$ cat src/hdl/rlo_pkg.sv
package rlo_pkg;

  // Palette and layer geometry
  localparam int PALETTE_DEPTH = 256;
  localparam int PAL_AW        = (PALETTE_DEPTH > 1) ? $clog2(PALETTE_DEPTH) : 1;
  localparam int LAYER_COUNT   = 4;
  localparam int PAL_WIDTH     = 32;

  // Layer positions in the stack, bottom first
  localparam int LAYER_BG     = 0;
  localparam int LAYER_PENCIL = 1;
  localparam int LAYER_COLOR  = 2;
  localparam int LAYER_FX     = 3;

  // Queue between front and back
  localparam int QUEUE_DEPTH = 4;
  localparam int QUEUE_AW    = $clog2(QUEUE_DEPTH);

  // Configuration port
  localparam int CFG_IDX_W  = 3;
  localparam int CFG_DATA_W = 32;

  // Blend arithmetic
  localparam int NUM_W    = 26;
  localparam int QUOT_W   = 9;
  localparam int DIV_STGS = QUOT_W;

  typedef enum logic [CFG_IDX_W-1:0] {
    REG_PENCIL_COLOR      = 3'd0,
    REG_TRANSPARENT_INDEX = 3'd1,
    REG_BG_OPACITY        = 3'd2,
    REG_PENCIL_OPACITY    = 3'd3,
    REG_COLOR_OPACITY     = 3'd4,
    REG_FX_OPACITY        = 3'd5,
    REG_VISIBLE_MASK      = 3'd6
  } cfg_reg_t;

  typedef enum logic {
    OP_COMPOSITE     = 1'b0,
    OP_PALETTE_WRITE = 1'b1
  } op_t;

  typedef struct packed {
    logic [31:0]                  pencil_color;
    logic [7:0]                   transparent_index;
    logic [LAYER_COUNT-1:0][7:0]  opacity;
    logic [LAYER_COUNT-1:0]       visible;
  } cfg_t;

  // One layer of a classified pixel: packed RGBA color, source alpha, skip flag
  typedef struct packed {
    logic [31:0] color;
    logic [7:0]  alpha;
    logic        skip;
  } layer_t;

  typedef layer_t [LAYER_COUNT-1:0] entry_t;

  // Pixel: index 0 red, 1 green, 2 blue, 3 alpha
  typedef logic [3:0][7:0] px_t;

  // Exact x / 255 for x up to an 8 by 8 bit product plus rounding
  function automatic logic [8:0] div255(input logic [15:0] x);
    logic [16:0] y;
    y = {1'b0, x} + {9'b0, x[15:8]} + 17'd1;
    return y[16:8];
  endfunction

endpackage

$ cat src/hdl/rlo_fifo.sv
module rlo_fifo (
  input  logic                       clk,
  input  logic                       rst_n,
  input  logic                       push,
  input  rlo_pkg::entry_t            push_data,
  input  logic                       pop,
  output rlo_pkg::entry_t            pop_data,
  output logic [rlo_pkg::QUEUE_AW:0] count
);
  import rlo_pkg::*;

  entry_t              mem_r [QUEUE_DEPTH];
  logic [QUEUE_AW-1:0] wr_ptr_r;
  logic [QUEUE_AW-1:0] rd_ptr_r;
  logic [QUEUE_AW:0]   count_r;
  logic [QUEUE_AW:0]   count_nxt;

  always_comb begin
    count_nxt = count_r;
    if (push && !pop) begin
      count_nxt = count_r + 1'b1;
    end else if (pop && !push) begin
      count_nxt = count_r - 1'b1;
    end
  end

  // Advance pointers and occupancy
  always_ff @(posedge clk) begin
    if (!rst_n) begin
      wr_ptr_r <= '0;
      rd_ptr_r <= '0;
      count_r  <= '0;
    end else begin
      if (push) begin
        wr_ptr_r <= wr_ptr_r + 1'b1;
      end
      if (pop) begin
        rd_ptr_r <= rd_ptr_r + 1'b1;
      end
      count_r <= count_nxt;
    end
  end

  always_ff @(posedge clk) begin
    if (push) begin
      mem_r[wr_ptr_r] <= push_data;
    end
  end

  assign pop_data = mem_r[rd_ptr_r];
  assign count    = count_r;

  chk_no_overflow: assert property (@(posedge clk) disable iff (!rst_n)
    push |-> ((count_r < (QUEUE_AW+1)'(QUEUE_DEPTH)) || pop))
    else $error("queue push while full");
  chk_no_underflow: assert property (@(posedge clk) disable iff (!rst_n)
    pop |-> (count_r != '0))
    else $error("queue pop while empty");
  chk_count_step: assert property (@(posedge clk) disable iff (!rst_n)
    (push && pop) |=> $stable(count_r))
    else $error("occupancy moved on a push with pop");
endmodule

$ cat config.mk
export PLATFORM = sky130hd
export DESIGN_NAME = rlo_fifo
export DESIGN_NICKNAME = d
export VERILOG_FILES = /design/src/hdl/rlo_pkg.sv /design/src/hdl/rlo_fifo.sv
export SDC_FILE = /design/constraint.sdc
export NUM_CORES = 1
export LEC_CHECK = 0
export ABC_AREA = 1
export ABC_CLOCK_PERIOD_IN_PS = 5800
export BUFFER_PORTS_ARGS = -buffer_cell sky130_fd_sc_hd__clkbuf_2
export CELL_PAD_IN_SITES_DETAIL_PLACEMENT = 2
export CELL_PAD_IN_SITES_GLOBAL_PLACEMENT = 2
export CORE_UTILIZATION = 34
export DETAILED_ROUTE_END_ITERATION = 7
export PLACE_DENSITY_LB_ADDON = 0.1
export SYNTH_ARGS = -nofsm -noshare
export SYNTH_HDL_FRONTEND = slang
export SYNTH_SLANG_ARGS = --single-unit
export TNS_END_PERCENT = 100
$ cat constraint.sdc
create_clock -name clk -period 5.8 [get_ports clk]
set_clock_uncertainty 0.05 [all_clocks]
set_input_delay 1.74 -clock clk [delete_from_list [all_inputs] [get_ports clk]]
set_output_delay 1.74 -clock clk [all_outputs]
set_load 0.03 [all_outputs]
==> reports/metrics.yaml, run 1 <==
cts:
  numCtsBuffers: 75
  ctsHoldBuffers: 0
  insertion_delay_ns: 0.59
  cts_resized: 0
  cts_sinks: 665
  h-tree-depth: 3
  post_cts_buffers: 0
  clk_root_buffer_cell: "clkbuf_16"
  cts_tree: "done"
  cts_max_path_buffers: 3
  clk_pin_slew_ns: 0.06
yosys:
  synth_top_area_cell: "edfxtp_1"
  synth_most_common_cell: "edfxtp_1"
  synth_top_area_share_pct: 80.24
  ys_top_cells_by_count: "edfxtp_1, nor2_1, o21ai_1, o21ai_0, o22ai_1"
  synth-seq-cells: 665
  synth_cell_type_count: 19
  postSynthCellCount: 1642
  ys_warn_count: 0
  synth_flop_cell: "edfxtp_1"
  syn_area_um2: 24550
  synth_edf_count: 656
  synth.area.top_cells: "edfxtp_1, nor2_1, o22ai_1"
  postSynth.asyncResetShare_pct: 0
  synth_seq_area_share_pct: 80.97
  syn_area_per_cell_um2: 14.95
  syn-num-nets: 1816
detailed_routing:
  drt-pass1-iter-count: 4
  wl_met1_um: 27720
  wl_um: 68060
  wl_per_cell_um: 22.85
  ant_nets: 0
  dr_wl_met3_um: 3519
  drt_iter0_drc: 674
  vias: 15040
  wl_met2_um: 35120
  post-route-drc-count: 0
  avgViaCountPerCell: 5.049
  dr.max_layer_used: "met5"
setup_path:
  critPathArrivalTime_ns: 2.74
  critPathMaxFanout: 81
  worstReg2RegEnd: "mem_r[2][43]$_DFFE_PP_"
  crit_slowest_cell: "buf_4"
  timing.rr.start: "wr_ptr_r[0]$_SDFFE_PN0P_"
  required_ns: 4.01
  cp-start-kind: "flip-flop"
  critPathKind: "flip-flop to primary output"
  worstPathCellList: "inv_8 > buf_4 > o21ai_0 > o22ai_1 > clkbuf_2"
  regToRegSetupSlack_ns: 3.47
  path_delay_family: "buffers and inverters"
  worst-path-buf-inv: 3
  max_stage_delay_ns: 0.58
  rr_worst_depth: 5
  crit_path_end_kind: "primary output"
place:
  io_buffers: 334
  dp_slack_ns: 1.876
  gp_congestion: 0.6978
  place_hpwl_um: 38770
min_path:
  hp-start: "rd_ptr_r[1]$_SDFFE_PN0P_"
  hold_depth: 1
  hp-class: "flip-flop to flip-flop"
finish:
  fillCellCount: 7079
  utilization_pct: 41.52
  nets: 2141
  area_growth_pct: 20.88
  drive_above_1_share_pct: 23.15
floorplanning:
  io_pins: 335
  dieArea_um2: 73290
  core_area_um2: 71490
  fp.dieH_um: 270.7
  start_util_pct: 34.34
  rows: 98
  die-width_um: 270.7
timing:
  worst_slack_ns: 1.273
  slew_headroom_pct: 25.57
  period_needed_ns: 4.527
  hold_violations: 0
  setup_tns_ns: 0
  setup_viol: 0
  max_freq_ghz: 0.2209
  worstMarginPinSlew_ns: 1.116
  fin_crit_sh_pct: 78.05
  rsz0062_at_grt: "no"
  slew_violations: 0
global_routing:
  antenna_found_initial: 14
  grt.overflow.total: 0
  grt_max_degree: 183
  grt_usage_pct: 18.59
  grt_pass1_wl_um: 102900
  grt_pass1_vias: 16640
power:
  power_density_nw_per_um2: 388.6
  power_w: 0.01153
  vdd_ir_drop_max_mv: 0.2607
  leakage_nw: 10.29
status:
  status: "complete, no violations"
run:
  maxCapViolations: 0
[worst reg2reg max path, delay by kind of cell (launching register included)]
kind / cells / cell delay (ns)
buf+inv: 3 / 1.34
simple gates: 1 / 0.10
flops: 1 / 0.34
fa+ha+maj: 1 / 0.16
[layout by cell type (no fill, tap or decap), drive strengths merged]
cell type	Yosys	final
fa	1	1
diode	0	3
clkinv	0	33
nand4	1	1
nor2	333	333
nand3	1	1
buf	56	22
inv	17	19
o21ai	334	334
nand2	9	9
clkbuf	52	426
a21oi	4	4
ha	5	5
bufinv	0	9
dfxtp	9	9
edfxtp	656	656
o22ai	164	164
[logic make-up after synthesis]
| group | Yosys count | share of synthesized area [%] |
|---|---|---|
| buf+inv | 125 | 2.349 |
| simple gates | 344 | 5.275 |
| compound gates | 502 | 11.07 |
| flops | 665 | 80.97 |
| fa+ha+maj | 6 | 0.3364 |
[cell type report]
cell class                      count  area, um^2  area share (%)
Clock buffer                       92        1983           6.682
Timing Repair Buffer              356        1949           6.568
Tap cell                          950        1189           4.005
Clock inverter                     44       469.2           1.581
Inverter                           17       98.84          0.3331
Sequential cell                   665       19890           67.01
Multi-Input combinational cell    852        4095           13.80
Antenna cell                        3       7.507         0.02530
[state kept, by name, summed over array words and instances (netlist names), named ones only]
signal and cells:
mem_r 656, rd_ptr_r 2, wr_ptr_r 2, count 3
[worst max-delay path by stage]
stage | to | cells past startpoint
2_1_floorplan | mem_r[2][0]$_DFFE_PP_ | 2
3_3_place_gp | pop_data[156] | 5
3_5_place_dp | pop_data[156] | 5
4_1_cts | pop_data[156] | 5
5_1_grt | pop_data[156] | 5
6_report | pop_data[156] | 5
[stage by stage]
stage | area, um^2 | instances | hold slack (ns)
after CTS | 29670 | 2976 | 0.4160
final | 29680 | 2979 | 0.4044
after global routing | 29680 | 2978 | 0.4317
after global placement | 27220 | 2840 | 0.3701
after floorplan | 24550 | 1642 | 0.3615
after detailed placement | 27220 | 2840 | 0.4059
[metal layers]
| layer | track usage [%] | vias to the layer above |
|---|---|---|
| met1 | 21.93 | 7728 |
| met2 | 32.91 | 275 |
| met5 | 0 | - |
| met4 | 5.367 | 20 |
| met3 | 5.095 | 113 |
| li1 | - | 6904 |
[report_power, final]
group	leakage [nW]	internal, W	total [W]	switching [W]
Clock	1.20	0.00284	0.00474	0.00191
Combinational	2.99	0.000300	0.00124	0.000942
Sequential	6.10	0.00550	0.00555	0.0000514
Total	10.3	0.00863	0.0115	0.00290
No activity file was read; power rests on OpenSTA's default activity.
==> run 2: changes to the inputs <==
--- a/config.mk
+++ b/config.mk
@@ -5,8 +5,8 @@
 export SDC_FILE = /design/constraint.sdc
 export NUM_CORES = 1
 export LEC_CHECK = 0
-export ABC_AREA = 1
-export ABC_CLOCK_PERIOD_IN_PS = 5800
+export ABC_AREA = 0
+export ABC_CLOCK_PERIOD_IN_PS = 4100
 export BUFFER_PORTS_ARGS = -buffer_cell sky130_fd_sc_hd__clkbuf_2
 export CELL_PAD_IN_SITES_DETAIL_PLACEMENT = 2
 export CELL_PAD_IN_SITES_GLOBAL_PLACEMENT = 2
==> constraint.sdc (replaced) <==
create_clock -name clk -period 4.1 [get_ports clk]
set_clock_uncertainty 0.05 [all_clocks]
set_input_delay 1.23 -clock clk [delete_from_list [all_inputs] [get_ports clk]]
set_output_delay 1.23 -clock clk [all_outputs]
set_load 0.03 [all_outputs]
==> run 2 against run 1 <==
  * Critical endpoint is now pop_data[151]
  * Synthesized area decreased by 1.9%
  * Sequential power increased by 42%
  * Largest cell class unchanged
  * Combinational power increased by 50%
  * Sequential share of layout area increased by 0.56 points
==> reports/metrics.yaml, run 2 <==
finish:
  multi_input_area_um2: 3941
  layout_common_cells: "edfxtp_1, clkbuf_2, mux4_2, clkbuf_16, clkbuf_1"
  fin_cells: 2295
  nets: 1467
  layout_commonest_cell: "edfxtp_1"
  seqCellArea_um2: 19890
  largest_reg_flops: 656
  final_area_um2: 29430
  drive_above_1_share_pct: 46.30
  fillCellCount: 6492
  largest_register: "mem_r"
  area_growth_pct: 22.18
global_routing:
  grt.overflow.total: 0
  antenna_found_initial: 8
  grt_pass1_wl_um: 81280
  top_usage_layer: "met2"
  grtUsageMet1_pct: 19.86
  grt_max_degree: 114
  met2_usage_pct: 24.79
  use_met3_pct: 5.049
  grt_pass1_vias: 11980
  grt_usage_pct: 15.47
timing:
  slew_headroom_pct: 42.16
  setup_tns_ns: 0
  fin_crit_sh_pct: 88.03
  worstMarginPinSlew_ns: 0.8675
  slew_violations: 0
  rsz0062_at_grt: "no"
  hold_violations: 0
  max_freq_ghz: 0.2771
  setup_viol: 0
  period_needed_ns: 3.609
setup_path:
  rr_worst_depth: 3
  timing.rr.start: "wr_ptr_r[0]$_SDFFE_PN0P_"
  regToRegSetupSlack_ns: 2.19
  max_stage_delay_ns: 0.58
  cp-start-kind: "flip-flop"
  critPathKind: "flip-flop to primary output"
  worstReg2RegEnd: "mem_r[3][158]$_DFFE_PP_"
  critPathMaxFanout: 21
  required_ns: 2.82
  crit_slowest_cell: "mux4_2"
  crit_path_end_kind: "primary output"
  worstPathCellList: "buf_4 > mux4_2 > clkbuf_2"
  critPathArrivalTime_ns: 2.33
cts:
  h-tree-depth: 3
  insertion_delay_ns: 0.60
  ctsHoldBuffers: 0
  cts_sinks: 665
  cts_resized: 0
  post_cts_buffers: 0
  clk_pin_slew_ns: 0.06
  cts_tree: "done"
  cts_max_path_buffers: 3
  clk_root_buffer_cell: "clkbuf_16"
  numCtsBuffers: 75
yosys:
  synth-seq-cells: 665
  synth_cell_type_count: 19
  syn_area_um2: 24090
  synth_top_area_cell: "edfxtp_1"
  synth_seq_area_share_pct: 82.52
  syn_area_per_cell_um2: 26.86
  synth_edf_count: 656
  synth_top_area_share_pct: 81.77
  ys_top_cells_by_count: "edfxtp_1, mux4_2, buf_2, buf_6"
  syn-num-nets: 1071
  synth.area.top_cells: "edfxtp_1, mux4_2, dfxtp_1"
  synth_flop_cell: "edfxtp_1"
  postSynth.asyncResetShare_pct: 0
  synth_most_common_cell: "edfxtp_1"
  postSynthCellCount: 897
  ys_warn_count: 0
run:
  maxCapViolations: 0
min_path:
  hp-start: "count[2]$_SDFFE_PN0P_"
  hp-class: "flip-flop to flip-flop"
  min_to: "count[2]$_SDFFE_PN0P_"
  hold_depth: 2
place:
  io_buffers: 334
  dpl_cell_area_um2: 27040
  place_hpwl_um: 32950
  gp_congestion: 0.6773
  post-place-cells: 2156
floorplanning:
  die-width_um: 268.2
  io_pins: 335
  fp.dieH_um: 268.2
  rows: 97
  dieArea_um2: 71920
  core_area_um2: 70030
  start_util_pct: 34.40
detailed_routing:
  wl_um: 54900
  drt_iter0_drc: 639
  wl_per_cell_um: 23.92
  post-route-drc-count: 0
  avgViaCountPerCell: 4.732
  ant_nets: 0
  drt-pass1-iter-count: 4
  vias: 10860
power:
  vdd_ir_drop_max_mv: 0.3038
  power_density_nw_per_um2: 552.3
  leakage_nw: 9.826
status:
  status: "complete, no violations"
run 2: cell count changes in the layout (fill, tap and decap cells not counted), sizes merged, moves of 4 or more:
cell    change
inv        -12
nor2      -333
clkinv      -7
clkbuf      +6
a21oi       -4
o22ai     -164
o21ai     -333
nand2       -8
and2        +9
mux4      +164
run 2: final cells by class:
cell class	count	share of cell area, %
antenna	3	0.02551
clock buffer	98	6.704
clock inverter	38	1.416
inverter	4	0.05101
multi-input combinational	192	13.39
sequential	665	67.57
tap	940	3.996
timing repair buffer	355	6.853
run 2: worst max-delay path: cells and delay by family, from the launching register on:
kind | cells | cell delay (ns)
muxes | 1 | 0.58
buffers and inverters | 2 | 0.65
DFF | 1 | 0.48
run 2: cell families after synthesis:
logic type | share of synthesized area [%]
buffers and inverters | 1.158
adders and majority gates | 0.3428
AOI/OAI and AO/OA | 0.05193
and+or+nand+nor | 0.3272
muxes | 15.42
xor gates and xnor gates | 0.1818
DFF | 82.52
run 2: per-stage QoR:
stage	power (W)	hold slack, ns	utilization (%)	setup slack (ns)
after floorplan	0.009274	0.4776	-	0.3662
after global placement	0.009938	0.4403	38.61	1.062
after detailed placement	0.009972	0.4454	38.61	1.023
after CTS	0.01656	0.4538	42.02	0.3456
after global routing	0.01689	0.4966	42.02	0.2859
final	0.01626	0.4469	42.03	0.4907
run 2: layer usage:
| metal | share of wire (%) | up-vias |
|---|---|---|
| met5 | 0.15 | - |
| met4 | 2.1 | 14 |
| met3 | 6.8 | 96 |
| met2 | 49 | 258 |
| met1 | 42 | 5785 |
| li1 | - | 4706 |
run 2: worst max path at each step:
stage	endpoint	start	depth (start not counted)	slack, ns
2_1_floorplan	mem_r[1][0]$_DFFE_PP_	push	1	0.37
3_3_place_gp	pop_data[151]	flip-flop	3	1.06
3_5_place_dp	pop_data[151]	flip-flop	3	1.02
4_1_cts	pop_data[151]	flip-flop	3	0.35
5_1_grt	pop_data[146]	flip-flop	3	0.29
6_report	pop_data[151]	flip-flop	3	0.49
run 2: power by group:
| group | switching, W | leakage, nW | internal [W] | total [W] |
|---|---|---|---|---|
| Sequential | 0.0000815 | 6.10 | 0.00782 | 0.00790 |
| Combinational | 0.00121 | 2.58 | 0.000645 | 0.00186 |
| Clock | 0.00269 | 1.15 | 0.00381 | 0.00650 |
| Total | 0.00399 | 9.83 | 0.0123 | 0.0163 |
